===== config.mk =====
export PLATFORM = sky130hd
export DESIGN_NAME = heightmap_box_smoothing
export DESIGN_NICKNAME = d
export VERILOG_FILES = /design/src/sv/hbs_pkg.sv /design/src/sv/hbs_ram.sv /design/src/sv/heightmap_box_smoothing.sv
export SDC_FILE = /design/constraint.sdc
export NUM_CORES = 2
export LEC_CHECK = 0
export ABC_AREA = 1
export BUFFER_PORTS_ARGS = -buffer_cell sky130_fd_sc_hd__buf_2
export CAP_MARGIN = 20
export CORE_AREA = 2 2 426 428
export DETAILED_ROUTE_END_ITERATION = 7
export DIE_AREA = 0 0 428 430
export HOLD_SLACK_MARGIN = 0.06
export PLACE_DENSITY = 0.8
export SYNTH_ARGS = -nofsm -noshare
export SYNTH_HDL_FRONTEND = slang
export SYNTH_SLANG_ARGS = --single-unit

===== constraint.sdc =====
create_clock -name i_clk -period 8.3 [get_ports i_clk]
set_input_delay 1.245 -clock i_clk [delete_from_list [all_inputs] [get_ports i_clk]]
set_output_delay 1.245 -clock i_clk [all_outputs]
set_load 0.01 [all_outputs]

===== src/sv/hbs_pkg.sv =====
// hbs_pkg: shared types and constants for the heightmap box smoothing block.
// No dependencies; imported by heightmap_box_smoothing and tb.

package hbs_pkg;

    // field and counter widths
    localparam int SAMPLE_W   = 16;  // Q8.8 height sample
    localparam int COL_W      = 6;   // column counter, map_width register
    localparam int ROW_W      = 12;  // row counter
    localparam int ROWS_CFG_W = 13;  // map_rows register
    localparam int STR_W      = 9;   // blend_strength register
    localparam int LAG_W      = 7;   // pending results, up to width+2
    localparam int BACK_W     = 7;   // distance back into the ring, up to 2*width+3
    localparam int SUM_W      = 20;  // signed sum of nine samples
    localparam int MAG_W      = 19;  // |sum|+4
    localparam int TAP_W      = 4;   // tap index of the 3x3 window

    // configuration port
    localparam int CFG_AW = 4;
    localparam int CFG_DW = 32;
    localparam logic [1:0] REG_MAP_WIDTH = 2'd0;
    localparam logic [1:0] REG_MAP_ROWS  = 2'd1;
    localparam logic [1:0] REG_STRENGTH  = 2'd2;

    localparam logic [COL_W-1:0]      RST_MAP_WIDTH = 6'd32;
    localparam logic [ROWS_CFG_W-1:0] RST_MAP_ROWS  = 13'd32;
    localparam logic [STR_W-1:0]      RST_STRENGTH  = 9'd128;
    localparam logic [STR_W-1:0]      STR_FULL      = 9'd256;

    // divide by nine: floor(x/9) = (x * RECIP_M) >> RECIP_SHIFT for x < 2^21
    localparam int          RECIP_W     = 21;
    localparam int          PROD_W      = MAG_W + RECIP_W;
    localparam int          RECIP_SHIFT = 24;
    localparam logic [RECIP_W-1:0] RECIP_M = 21'd1864136;
    localparam logic [MAG_W-1:0]   ROUND_9 = 19'd4;

    // window taps, row above first
    localparam logic [TAP_W-1:0] TAP_FIRST  = 4'd0;
    localparam logic [TAP_W-1:0] TAP_CENTER = 4'd4;
    localparam logic [TAP_W-1:0] TAP_LAST   = 4'd8;

    // sequencer
    typedef enum logic [8:0] {
        ST_IDLE  = 9'b000000001,
        ST_SETUP = 9'b000000010,
        ST_READ  = 9'b000000100,
        ST_WAIT  = 9'b000001000,
        ST_ABS   = 9'b000010000,
        ST_MUL   = 9'b000100000,
        ST_AVG   = 9'b001000000,
        ST_BLEND = 9'b010000000,
        ST_EMIT  = 9'b100000000
    } t_state;

endpackage


===== src/sv/hbs_ram.sv =====
// hbs_ram: generic simple dual-port RAM, one write and one registered read port.
// No dependencies.

module hbs_ram #(
    parameter int WIDTH = 16,
    parameter int DEPTH = 128
) (
    input  logic                     i_clk,
    input  logic                     i_we,
    input  logic [$clog2(DEPTH)-1:0] i_waddr,
    input  logic [WIDTH-1:0]         i_wdata,
    input  logic                     i_re,
    input  logic [$clog2(DEPTH)-1:0] i_raddr,
    output logic [WIDTH-1:0]         o_rdata
);

    logic [WIDTH-1:0] r_mem [DEPTH];
    logic [WIDTH-1:0] r_rdata;

    always_ff @(posedge i_clk) begin
        if (i_we) begin
            r_mem[i_waddr] <= i_wdata;
        end
        if (i_re) begin
            r_rdata <= r_mem[i_raddr];
        end
    end

    assign o_rdata = r_rdata;

endmodule


===== src/sv/heightmap_box_smoothing.sv =====
// heightmap_box_smoothing: streaming 3x3 box-filter blend over a height frame.
// Depends on hbs_pkg and hbs_ram.

// Height samples of one frame arrive in raster order and are kept in a ring
// RAM of RING_DEPTH words with one read port. A result trails its input by
// map_width+1 words; the frame's last input drains all pending results. A
// border result passes through accept, setup, one ring read, read wait and
// emit; an interior result makes nine ring reads through the single read port,
// then magnitude, divide-by-nine, mean and blend steps. The block accepts the
// next word once the pending result has been placed in the output register,
// even while that result still waits to be taken. Configuration writes to
// map_width or map_rows restart the frame and must be made while the block is
// idle.

module heightmap_box_smoothing #(
    parameter int MAX_WIDTH  = 62,
    parameter int MAX_ROWS   = 4096,
    parameter int RING_DEPTH = 128
) (
    input  logic                            i_clk,
    input  logic                            i_rst_n,
    // input stream
    input  logic                            i_s_axis_tvalid,
    output logic                            o_s_axis_tready,
    input  logic [hbs_pkg::SAMPLE_W-1:0]    i_s_axis_tdata,   // [15:0] sample
    // output stream
    output logic                            o_m_axis_tvalid,
    input  logic                            i_m_axis_tready,
    output logic [hbs_pkg::SAMPLE_W-1:0]    o_m_axis_tdata,   // [15:0] smoothed
    output logic                            o_m_axis_tlast,   // last_of_run
    output logic [0:0]                      o_m_axis_tuser,   // [0] frame_end
    // configuration
    input  logic                            psel,
    input  logic                            penable,
    input  logic                            pwrite,
    input  logic [hbs_pkg::CFG_AW-1:0]      paddr,
    input  logic [hbs_pkg::CFG_DW-1:0]      pwdata,
    output logic [hbs_pkg::CFG_DW-1:0]      prdata,
    output logic                            pready
);

    import hbs_pkg::*;

    localparam int AW = $clog2(RING_DEPTH);
    localparam logic [AW:0] DEPTH_EXT = (AW+1)'(RING_DEPTH);
    localparam logic [AW-1:0] WR_LAST = AW'(RING_DEPTH - 1);

    // reduce a distance into the ring modulo its depth (constant table)
    function automatic logic [AW-1:0] ring_mod(input logic [BACK_W-1:0] v);
        logic [AW-1:0] r;
        r = '0;
        for (int i = 0; i < 2**BACK_W; i++) begin
            if (v == BACK_W'(i)) r = AW'(i % RING_DEPTH);
        end
        return r;
    endfunction

    // configuration registers
    logic [COL_W-1:0]      r_map_width;
    logic [ROWS_CFG_W-1:0] r_map_rows;
    logic [STR_W-1:0]      r_strength;

    // frame and ring control
    t_state                r_state;
    logic [AW-1:0]         r_wr;
    logic [COL_W-1:0]      r_in_col, r_out_col;
    logic [ROW_W-1:0]      r_in_row, r_out_row;
    logic [LAG_W-1:0]      r_lag;
    logic                  r_drain;

    // window walk
    logic [BACK_W-1:0]     r_back;
    logic [TAP_W-1:0]      r_tap;
    logic [1:0]            r_dc;
    logic                  r_border;
    logic                  r_rd_pend, r_rd_center;

    // arithmetic
    logic signed [SUM_W-1:0]    r_sum;
    logic [SAMPLE_W-1:0]        r_orig;
    logic                       r_neg;
    logic [MAG_W-1:0]           r_mag;
    logic [SAMPLE_W-1:0]        r_quot;
    logic signed [SAMPLE_W+1:0] r_diff;
    logic [SAMPLE_W-1:0]        r_blend;

    // output register
    logic                  r_out_valid;
    logic [SAMPLE_W-1:0]   r_out_data;
    logic                  r_out_last, r_out_end;

    logic [COL_W-1:0]      w_eff;
    logic [ROWS_CFG_W-1:0] rows_eff;
    logic [STR_W-1:0]      s_eff;
    logic                  cfg_wr, in_acc, in_last, in_row_end, due, interior;
    logic                  emit_go, out_row_end;
    logic [1:0]            cfg_idx;
    logic [LAG_W-1:0]      lag_next, w_plus1;
    logic [AW-1:0]         back_mod, raddr;
    logic [AW:0]           addr_sum;
    logic                  ram_re;
    logic [SAMPLE_W-1:0]   rdata;
    logic [PROD_W-1:0]     prod;
    logic [SUM_W-1:0]      sum_abs;
    logic signed [SAMPLE_W:0]   avg;
    logic signed [27:0]    blend_full;
    logic signed [27:0]    diff_ext, str_ext, orig_ext;

    // effective geometry and strength
    always_comb begin
        if (r_map_width == '0) w_eff = COL_W'(1);
        else if (int'(r_map_width) > MAX_WIDTH) w_eff = COL_W'(MAX_WIDTH);
        else w_eff = r_map_width;

        if (r_map_rows == '0) rows_eff = ROWS_CFG_W'(1);
        else if (int'(r_map_rows) > MAX_ROWS) rows_eff = ROWS_CFG_W'(MAX_ROWS);
        else rows_eff = r_map_rows;

        s_eff = (r_strength > STR_FULL) ? STR_FULL : r_strength;
    end

    // APB access
    assign pready  = 1'b1;
    assign cfg_wr  = psel & penable & pwrite;
    assign cfg_idx = paddr[CFG_AW-1:2];

    always_comb begin
        unique case (cfg_idx)
            REG_MAP_WIDTH: prdata = CFG_DW'(r_map_width);
            REG_MAP_ROWS:  prdata = CFG_DW'(r_map_rows);
            REG_STRENGTH:  prdata = CFG_DW'(r_strength);
            default:       prdata = '0;
        endcase
    end

    // input side position tracking
    assign in_acc     = i_s_axis_tvalid & o_s_axis_tready;
    assign in_row_end = ({1'b0, r_in_col} + (COL_W+1)'(1)) >= {1'b0, w_eff};
    assign in_last    = in_row_end &&
                        (({1'b0, r_in_row} + ROWS_CFG_W'(1)) >= rows_eff);
    assign lag_next   = r_lag + LAG_W'(1);
    assign w_plus1    = LAG_W'(w_eff) + LAG_W'(1);
    assign due        = lag_next > w_plus1;

    // output position and border test
    assign out_row_end = ({1'b0, r_out_col} + (COL_W+1)'(1)) >= {1'b0, w_eff};
    assign interior = (r_out_row != '0) &&
                      (({1'b0, r_out_row} + ROWS_CFG_W'(1)) < rows_eff) &&
                      (r_out_col != '0) && !out_row_end;

    // ring read address: (wr - back) mod depth
    assign back_mod = ring_mod(r_back);
    assign addr_sum = {1'b0, r_wr} + DEPTH_EXT - {1'b0, back_mod};
    assign raddr    = (addr_sum >= DEPTH_EXT) ? AW'(addr_sum - DEPTH_EXT) : AW'(addr_sum);
    assign ram_re   = (r_state == ST_READ);

    hbs_ram #(
        .WIDTH (SAMPLE_W),
        .DEPTH (RING_DEPTH)
    ) u_ring (
        .i_clk   (i_clk),
        .i_we    (in_acc),
        .i_waddr (r_wr),
        .i_wdata (i_s_axis_tdata),
        .i_re    (ram_re),
        .i_raddr (raddr),
        .o_rdata (rdata)
    );

    // divide by nine and blend datapath
    assign sum_abs  = r_sum[SUM_W-1] ? SUM_W'(-r_sum) : SUM_W'(r_sum);
    assign prod     = {{RECIP_W{1'b0}}, r_mag} * {{MAG_W{1'b0}}, RECIP_M};
    assign avg      = r_neg ? -$signed({1'b0, r_quot}) : $signed({1'b0, r_quot});
    assign diff_ext = {{10{r_diff[SAMPLE_W+1]}}, r_diff};
    assign str_ext  = $signed({19'd0, s_eff});
    assign orig_ext = $signed({{4{r_orig[SAMPLE_W-1]}}, r_orig, 8'd0});
    assign blend_full = diff_ext * str_ext + orig_ext + 28'sd128;

    assign emit_go = !r_out_valid || i_m_axis_tready;

    // sequencer and state
    always_ff @(posedge i_clk) begin
        if (!i_rst_n) begin
            r_state     <= ST_IDLE;
            r_map_width <= RST_MAP_WIDTH;
            r_map_rows  <= RST_MAP_ROWS;
            r_strength  <= RST_STRENGTH;
            r_wr        <= '0;
            r_in_col    <= '0;
            r_in_row    <= '0;
            r_out_col   <= '0;
            r_out_row   <= '0;
            r_lag       <= '0;
            r_drain     <= 1'b0;
            r_rd_pend   <= 1'b0;
            r_rd_center <= 1'b0;
            r_out_valid <= 1'b0;
        end else begin
            // configuration writes, geometry changes restart the frame
            if (cfg_wr) begin
                unique case (cfg_idx)
                    REG_MAP_WIDTH: begin
                        r_map_width <= pwdata[COL_W-1:0];
                        r_in_col <= '0; r_in_row <= '0;
                        r_out_col <= '0; r_out_row <= '0; r_lag <= '0;
                    end
                    REG_MAP_ROWS: begin
                        r_map_rows <= pwdata[ROWS_CFG_W-1:0];
                        r_in_col <= '0; r_in_row <= '0;
                        r_out_col <= '0; r_out_row <= '0; r_lag <= '0;
                    end
                    REG_STRENGTH: r_strength <= pwdata[STR_W-1:0];
                    default: ;
                endcase
            end

            // output register drains independently; emit loads it
            if (r_out_valid && i_m_axis_tready && (r_state != ST_EMIT))
                r_out_valid <= 1'b0;

            // read data from the ring lands in the cycle after the read
            r_rd_pend   <= (r_state == ST_READ);
            r_rd_center <= (r_state == ST_READ) && (r_border || (r_tap == TAP_CENTER));
            if (r_rd_pend) begin
                r_sum <= r_sum + $signed({{(SUM_W-SAMPLE_W){rdata[SAMPLE_W-1]}}, rdata});
                if (r_rd_center) r_orig <= rdata;
            end

            unique case (r_state)
                ST_IDLE: begin
                    if (in_acc) begin
                        r_wr  <= (r_wr == WR_LAST) ? '0 : r_wr + AW'(1);
                        r_lag <= lag_next;
                        if (in_last) begin
                            r_in_col <= '0;
                            r_in_row <= '0;
                            r_drain  <= 1'b1;
                            r_state  <= ST_SETUP;
                        end else begin
                            if (in_row_end) begin
                                r_in_col <= '0;
                                r_in_row <= r_in_row + ROW_W'(1);
                            end else begin
                                r_in_col <= r_in_col + COL_W'(1);
                            end
                            r_drain <= 1'b0;
                            if (due) r_state <= ST_SETUP;
                        end
                    end
                end
                ST_SETUP: begin
                    r_sum    <= '0;
                    r_tap    <= TAP_FIRST;
                    r_dc     <= 2'd0;
                    r_border <= !interior;
                    r_back   <= interior ? (r_lag + BACK_W'(w_eff) + BACK_W'(1)) : r_lag;
                    r_state  <= ST_READ;
                end
                ST_READ: begin
                    r_tap       <= r_tap + TAP_W'(1);
                    if (r_dc == 2'd2) begin
                        r_dc   <= 2'd0;
                        r_back <= r_back - (BACK_W'(w_eff) - BACK_W'(2));
                    end else begin
                        r_dc   <= r_dc + 2'd1;
                        r_back <= r_back - BACK_W'(1);
                    end
                    if (r_border || (r_tap == TAP_LAST)) r_state <= ST_WAIT;
                end
                ST_WAIT: begin
                    r_state <= r_border ? ST_EMIT : ST_ABS;
                end
                ST_ABS: begin
                    r_neg   <= r_sum[SUM_W-1];
                    r_mag   <= sum_abs[MAG_W-1:0] + ROUND_9;
                    r_state <= ST_MUL;
                end
                ST_MUL: begin
                    r_quot  <= prod[RECIP_SHIFT +: SAMPLE_W];
                    r_state <= ST_AVG;
                end
                ST_AVG: begin
                    r_diff  <= {avg[SAMPLE_W], avg} -
                               $signed({{2{r_orig[SAMPLE_W-1]}}, r_orig});
                    r_state <= ST_BLEND;
                end
                ST_BLEND: begin
                    r_blend <= blend_full[8 +: SAMPLE_W];
                    r_state <= ST_EMIT;
                end
                ST_EMIT: begin
                    if (emit_go) begin
                        r_out_valid <= 1'b1;
                        r_out_data  <= r_border ? r_orig : r_blend;
                        r_out_last  <= !r_drain || (r_lag == LAG_W'(1));
                        r_out_end   <= r_drain && (r_lag == LAG_W'(1));
                        r_lag       <= r_lag - LAG_W'(1);
                        if (r_drain && (r_lag == LAG_W'(1))) begin
                            // frame done: restart output position
                            r_out_col <= '0;
                            r_out_row <= '0;
                            r_drain   <= 1'b0;
                            r_state   <= ST_IDLE;
                        end else begin
                            if (out_row_end) begin
                                r_out_col <= '0;
                                r_out_row <= r_out_row + ROW_W'(1);
                            end else begin
                                r_out_col <= r_out_col + COL_W'(1);
                            end
                            r_state <= r_drain ? ST_SETUP : ST_IDLE;
                        end
                    end
                end
                default: r_state <= ST_IDLE;
            endcase
        end
    end

    assign o_s_axis_tready = (r_state == ST_IDLE);
    assign o_m_axis_tvalid = r_out_valid;
    assign o_m_axis_tdata  = r_out_data;
    assign o_m_axis_tlast  = r_out_last;
    assign o_m_axis_tuser  = r_out_end;

endmodule


Word level (Yosys, flattened, before mapping)
Memories as Yosys holds them, arrays and structs flattened. A register that Yosys moved wholly into a read port is not among the register bits.
Index checks and enable logic that the tools add are counted.
{ "word_totals": {"latchBits": 0, "input_bits": 59, "reg_bits": 229, "mem_bits_ro": 0, "memories": 1, "out_inout_bits": 53, "mem_bits_rw": 2048, "word_cells": 454} }
{ "classes": {"addsub": 29, "shift": 0, "n_lt_le_gt_ge": 9, "n_mul": 2, "div": 0, "reduce_logical": 40, "eq_ne": 149, "n_bitwise": 3, "muxes": 193} }
{ "memory_table": {"columns": ["memory", "depth", "width", "rd", "rd_clocked_by_memory_dff", "wr", "line_no", "rtl"], "rows": [
  ["u_ring.r_mem", 128, 16, 1, 1, 1, "hbs_ram.sv:17", "logic [WIDTH-1:0] r_mem [DEPTH];"]
]} }
{ "op_table": {"columns": ["cell", "count"], "rows": [
  ["2-to-1 mux 7 bit", 134],
  ["== test 7 bit, second input constant", 65],
  ["== test 7 x 6 -> 1 bit, second input constant", 32],
  ["2-to-1 mux 12 bit", 12],
  ["== test 7 x 5 -> 1 bit, second input constant", 16],
  ["2-to-1 mux 6 bit", 14],
  ["case mux 9 bit (9 select lines)", 1],
  ["2-to-1 mux 9 bit", 7],
  ["== test 7 x 4 -> 1 bit, second input constant", 8],
  ["case mux 13 bit (3 select lines)", 1],
  ["multiplier 19 x 18 -> 37 bit, second input constant", 1],
  ["== test 7 x 3 -> 1 bit, second input constant", 4],
  ["case mux 7 bit (2 select lines)", 2],
  ["adder 12 x 1 -> 13 bit, second input constant", 2],
  ["2-to-1 mux 13 bit", 2],
  ["adder 12 x 1 -> 12 bit, second input constant", 2],
  ["adder 24 bit", 1],
  ["adder 24 x 9 -> 24 bit, second input constant", 1],
  ["multiplier 18 x 10 -> 24 bit", 1],
  ["AND reduction 2 bit", 11],
  ["adder 6 x 1 -> 7 bit, second input constant", 3],
  ["adder 7 x 1 -> 7 bit, second input constant", 3],
  ["subtractor 7 x 1 -> 7 bit, second input constant", 3],
  ["adder 20 x 16 -> 20 bit", 1],
  ["61 further kinds", 98]
]} }

Longest topological paths before layout
{ "logic_depth": {"depth_word": 131, "mapped_depth": 84, "depth_no_buf": 82} }

Cells and area by module
From an unflattened synthesis, not the netlist that was laid out.
{ "unflattened": {"cells_unflattened": 9763, "hier_area_um2": 107983.6} }
{ "modules_own_cells": {"columns": ["mod", "seq_area_each_um2", "area_each_um2", "cells_each", "n_inst"], "rows": [
  ["hbs_ram", 61979.4, 82988.3, 6793, 1],
  ["heightmap_box_smoothing", 5965.7, 24995.2, 2970, 1]
]} }

Worst setup path after synthesis
Ideal clock, no wire load.
{ "synth_timing": {"path_type": "flip-flop to flip-flop", "start": "reg r_strength[0]", "end": "reg r_blend[15] (data pin)", "period_less_slack_ns": 7.362, "setup_time_ns": 0.279, "n_path_buf": 0, "path_slack_ns": 0.938, "path_stages_with_launch": 42, "arrival_ns": 7.083, "path_cell_list": "dfxtp_1 > nor4_1 > a21oi_2 > nor2_1 > clkinv_1 > nor2_1 > fa_1 > inv_1 > fa_1 > inv_1 > ha_1 > fa_1 > fa_1 > ha_1 > nand2_1 > nor2_1 > a211oi_1 > o41ai_1 > [6 not listed] > a21oi_1 > inv_1 > a21oi_1 > inv_1 > a21oi_1 > inv_1 > a21oi_1 > inv_1 > a21oi_1 > inv_1 > nand2_1 > inv_1 > nor2_1 > o21ai_1 > nand3_1 > nor2_1 > a2111oi_0 > xor2_1"} }
{ "synth_via": {"elab_chain_cells": 5} }
{ "synth_rtl": {"columns": ["item", "line_no", "rtl"], "rows": [
  ["start: declaration", "heightmap_box_smoothing.sv:61", "logic [STR_W-1:0] r_strength;"],
  ["start signal: assignment", "heightmap_box_smoothing.sv:212", "REG_STRENGTH: r_strength <= pwdata[STR_W-1:0];"],
  ["greater-than comparator 9 bit", "heightmap_box_smoothing.sv:119", "s_eff = (r_strength > STR_FULL) ? STR_FULL : r_strength;"],
  ["2-to-1 mux 9 bit (*)", "heightmap_box_smoothing.sv:119", null],
  ["multiplier 18 x 10 -> 24 bit (*)", "heightmap_box_smoothing.sv:177", "assign blend_full = diff_ext * str_ext + orig_ext + 28'sd128;"],
  ["adder 24 bit (*)", "heightmap_box_smoothing.sv:177", null],
  ["adder 24 x 9 -> 24 bit (*)", "heightmap_box_smoothing.sv:177", null],
  ["via blend_full[23]", "heightmap_box_smoothing.sv:106", "logic signed [27:0] blend_full;"],
  ["end signal: assignment", "heightmap_box_smoothing.sv:288", "r_blend <= blend_full[8 +: SAMPLE_W];"],
  ["end: declaration", "heightmap_box_smoothing.sv:85", "logic [SAMPLE_W-1:0] r_blend;"]
]} }
The timed path passes the listed nets; every way through them passes the cells marked *.
A chain may end at the register's enable or synchronous reset.

Worst setup path after layout
{ "layout_timing": {"start": "reg r_back[1]", "end": "reg u_ring.r_rdata[11], in the netlist u_ring.o_rdata[11] (read register of u_ring.r_mem) (data pin)"} }
{ "layout_via": {"elab_chain_cells": 131, "elab_cells_between_ends": 258, "cone_classes": "add/sub: 2; order compare: 1; eq/ne: 127; mux: 128"} }
{ "layout_rtl": {"columns": ["item", "line_no", "rtl"], "rows": [
  ["start: declaration", "heightmap_box_smoothing.sv:72", "logic [BACK_W-1:0] r_back;"],
  ["start signal: assignment", "heightmap_box_smoothing.sv:256", "r_back <= interior ? (r_lag + BACK_W'(w_eff) + BACK_W'(1)) : r_lag;"],
  ["start signal: assignment", "heightmap_box_smoothing.sv:263", "r_back <= r_back - (BACK_W'(w_eff) - BACK_W'(2));"],
  ["start signal: assignment", "heightmap_box_smoothing.sv:266", "r_back <= r_back - BACK_W'(1);"],
  ["== test 7 x 1 -> 1 bit", "heightmap_box_smoothing.sv:53", "if (v == BACK_W'(i)) r = AW'(i % RING_DEPTH);"],
  ["2-to-1 mux 1 bit", "heightmap_box_smoothing.sv:53", null],
  ["2-to-1 mux 7 bit (125 in a row)", "heightmap_box_smoothing.sv:53", null],
  ["2-to-1 mux 7 bit (*)", "heightmap_box_smoothing.sv:53", null],
  ["subtractor 8 x 7 -> 8 bit (*)", "heightmap_box_smoothing.sv:153", "assign addr_sum = {1'b0, r_wr} + DEPTH_EXT - {1'b0, back_mod};"],
  ["subtractor 7 x 1 -> 7 bit / >= comparator 8 bit (equally long branches)", "heightmap_box_smoothing.sv:154", "assign raddr = (addr_sum >= DEPTH_EXT) ? AW'(addr_sum - DEPTH_EXT) : AW'(addr_sum);"],
  ["2-to-1 mux 7 bit (*)", "heightmap_box_smoothing.sv:154", null],
  ["end: declaration", "hbs_ram.sv:18", "logic [WIDTH-1:0] r_rdata;"]
]} }
Mark *: on every way between the ends. The rest lies on a longest branch, timed or not.

==> impl_metrics.json <==
{
  "p_switching_mw": 15.27,
  "gr-total-overflow": 0,
  "p_comb_frac": 0.441,
  "cts_tree": "yes",
  "place_ws_ps": -78.04,
  "grt_antenna_before_repair": 13,
  "clk-insertion-delay-late_ps": 920,
  "core_area_sq_mm": 0.1798,
  "violations": "DRC",
  "finalMaxSlewViolations": 0,
  "grt_max_degree": 102,
  "cts-root-buf": "clkbuf_16",
  "gp_congestion": 0.9437,
  "peakVddDrop_mv": 0.3033,
  "ys_warn_count": 0,
  "fin_nets": 9927,
  "ys.flop_type": "edfxtp_1",
  "viasPerCell": 6.352,
  "intPower_mw": 25.97,
  "die_h_microns": 430,
  "final_area_sq_mm": 0.1237,
  "initial_core_util": 0.5945,
  "drt_iter0_drc": 10000,
  "cp.arrival_ps": 8900,
  "dp.cells": 11430,
  "routed-via-count": 75540,
  "clock.fmax_mhz": 121.3,
  "synthCells": 8833,
  "layout_commonest_cell": "edfxtp_1",
  "rows": 156,
  "worst_ep_required_time_ps": 8960,
  "synth_edf_count": 2202,
  "hold_viol": 0,
  "powerDensity_mw_per_mm2": 333.3,
  "syn2layout_area_growth_pct": 15.77,
  "setup_viol": 0,
  "grt_pass1_wl_microns": 429600,
  "mostFrequentLayoutCells": "2202 x edfxtp_1, 2061 x nor2_1, 675 x o21ai_0, 585 x buf_4, 550 x inv_1",
  "ioPinCount": 112,
  "ys_seq_area_frac": 0.6358,
  "pwr-share-clk": 0.246,
  "critPathKind": "register to register",
  "cp_num_buf_inv": 9,
  "status": "finished with violations",
  "worst_pin_slew_ps": 1177,
  "first_pass_iters": 8,
  "route.detailed.drc": 40,
  "cts_buffers": 219,
  "final_cells": 11890,
  "rsz0062_at_grt": "true",
  "fin_crit_ps": 8243,
  "fin_total_pwr_mw": 41.24,
  "nFillCells": 11340,
  "max-cap-violations": 0,
  "p_leak_nw": 44.50,
  "cts.htree.levels": 4,
  "critPathSlowestCell": "fa_4",
  "drive_gt1_frac": 0.1647,
  "fin_skew_ps": 77.23,
  "ys_seq_elements": 2293,
  "syn_area_sq_mm": 0.1069,
  "synth_cell_types": 60,
  "wl_per_cell_microns": 24.82,
  "p_seq_frac": 0.313,
  "async_flop_share": 0,
  "die_x_microns": 428,
  "endpoint_kind": "register",
  "cp_common_cell": "nand2_1",
  "path_delay_family": "simple AND/OR/NAND/NOR gates",
  "routed_wl_microns": 295200,
  "ant_nets": 0,
  "dieArea_sq_mm": 0.1840,
  "port_buffers": 70,
  "hpwlAfterDp_microns": 179100,
  "numClockSinks": 2293,
  "cp_max_fo": 17,
  "grt_pass1_vias": 74360,
  "setup_slack_ps": 57.16,
  "grt_usage": 0.3042,
  "clkTransAtPathRegs_ps": 70,
  "syn_area_per_cell_sq_um": 12.10,
  "max_stage_delay_ps": 640,
  "relSlewSlack": 0.2126,
  "period_share": 0.9931,
  "placed_cell_area_sq_mm": 0.1142,
  "ctsLongestPathBuffers": 3,
  "hold_class": "register to register",
  "startpoint_type": "register",
  "switching_share": 0.3703
}
==> logic make-up after synthesis <==
logic type                 share of synthesized area
muxes                                        0.02847
xor gates and xnor gates                     0.01369
adders and majority gates                    0.07896
AOI/OAI and AO/OA                             0.1018
and+or+nand+nor                               0.1021
DFF                                           0.6358
buffers and inverters                        0.03909
other                                     0.00007027
==> flip-flops by register name, summed over array words and instances, names as in the netlist, 7 cells and up <==
| signal | flops |
|---|---|
| r_blend | 16 |
| r_lag | 7 |
| r_sum | 20 |
| r_orig | 16 |
| u_ring.r_mem | 2048 |
| r_strength | 9 |
| r_state | 9 |
| r_mag | 19 |
| o_m_axis_tdata | 16 |
| r_map_rows | 13 |
| u_ring.o_rdata | 16 |
| r_wr | 7 |
| r_quot | 16 |
| r_back | 7 |
| r_diff | 18 |
| r_in_row | 12 |
| r_out_row | 12 |
==> metrics by stage <==
stage / utilization / hold slack [ps] / TNS, ps
2_1_floorplan: - / 430.7 / 0
3_3_place_gp: 0.6350 / 469.8 / -3741
3_5_place_dp: 0.6352 / 461.6 / -316.0
4_1_cts: 0.6765 / 463.5 / 0
5_1_grt: 0.6881 / 475.1 / -11010
6_report: 0.6882 / 466.2 / 0
==> power by group through the flow <==
stage | logic, mW | registers (mW) | clock network [mW]
2_1_floorplan | 8.66 | 13.1 | 0
3_3_place_gp | 14.9 | 13.1 | 0
3_5_place_dp | 15.4 | 13.1 | 0
4_1_cts | 15.7 | 12.9 | 10.1
5_1_grt | 18.9 | 12.9 | 10.6
6_report | 18.2 | 12.9 | 10.1
==> synthesized netlist by cell type (all sizes together) (8+ instances only) <==
cell | count | area, sq um
mux2i | 16 | 160.2
nor3 | 51 | 265.3
inv | 569 | 2138
buf | 70 | 357.8
a211oi | 26 | 195.2
nand2 | 461 | 1745
o22ai | 53 | 331.6
ha | 316 | 3954
fa | 224 | 4484
clkinv | 8 | 30.03
xor2 | 128 | 1121
a31oi | 11 | 68.82
nand3 | 117 | 585.6
o211ai | 21 | 157.7
edfxtp | 2202 | 66120
o21a | 21 | 157.7
mux2 | 256 | 2883
o221ai | 30 | 262.8
xnor2 | 39 | 341.6
o21ai | 784 | 3924
nor2 | 2096 | 7921
clkbuf | 439 | 1652
o32ai | 512 | 4484
nor4 | 16 | 100.1
a21oi | 183 | 919.6
dfxtp | 91 | 1822
nand4 | 33 | 206.5
==> path summary, 6_finish.rpt <==
kind | from | to | slack [ps] | cells past startpoint
setup / recovery | r_back[1] | u_ring.o_rdata[11] | 60 | 86
hold / removal | u_ring.o_rdata[9] | r_orig[9] | 470 | 0
setup reg to reg | r_back[1] | u_ring.o_rdata[11] | 60 | 86
hold reg to reg | u_ring.o_rdata[9] | r_orig[9] | 470 | 0
==> timing repair <==
action / 4_1_cts / 5_1_grt
gates cloned: 2 / 20
buffers inserted: 1 / 28
endpoints found under the setup margin: 15 / 21
hold buffers: 0 / 0
gates resized for setup: 12 / 385
pin swaps: 1 / 63
==> routing by layer <==
metal  part of all wire  wire, microns  vias to the layer above  GRT usage
li1                   -              -                    32790          -
met1               0.36         105500                    36810     0.3877
met2               0.48         141500                     5000     0.5013
met3               0.11          32130                      927    0.06207
met4              0.054          15990                       10     0.1472
met5            0.00026             77                        -          0
==> area by class of cell <==
| cell class | instances | area [sq um] | share of cell area |
|---|---|---|---|
| clock buffer | 256 | 5672 | 0.04584 |
| antenna | 11 | 27.53 | 0.0002225 |
| inverter | 577 | 2187 | 0.01768 |
| clock inverter | 148 | 1648 | 0.01332 |
| tap | 2370 | 2965 | 0.02397 |
| multi-input combinational | 5472 | 36130 | 0.2921 |
| sequential | 2293 | 67950 | 0.5492 |
| timing repair buffer | 765 | 7143 | 0.05774 |
(Power assumes the default switching activity.)
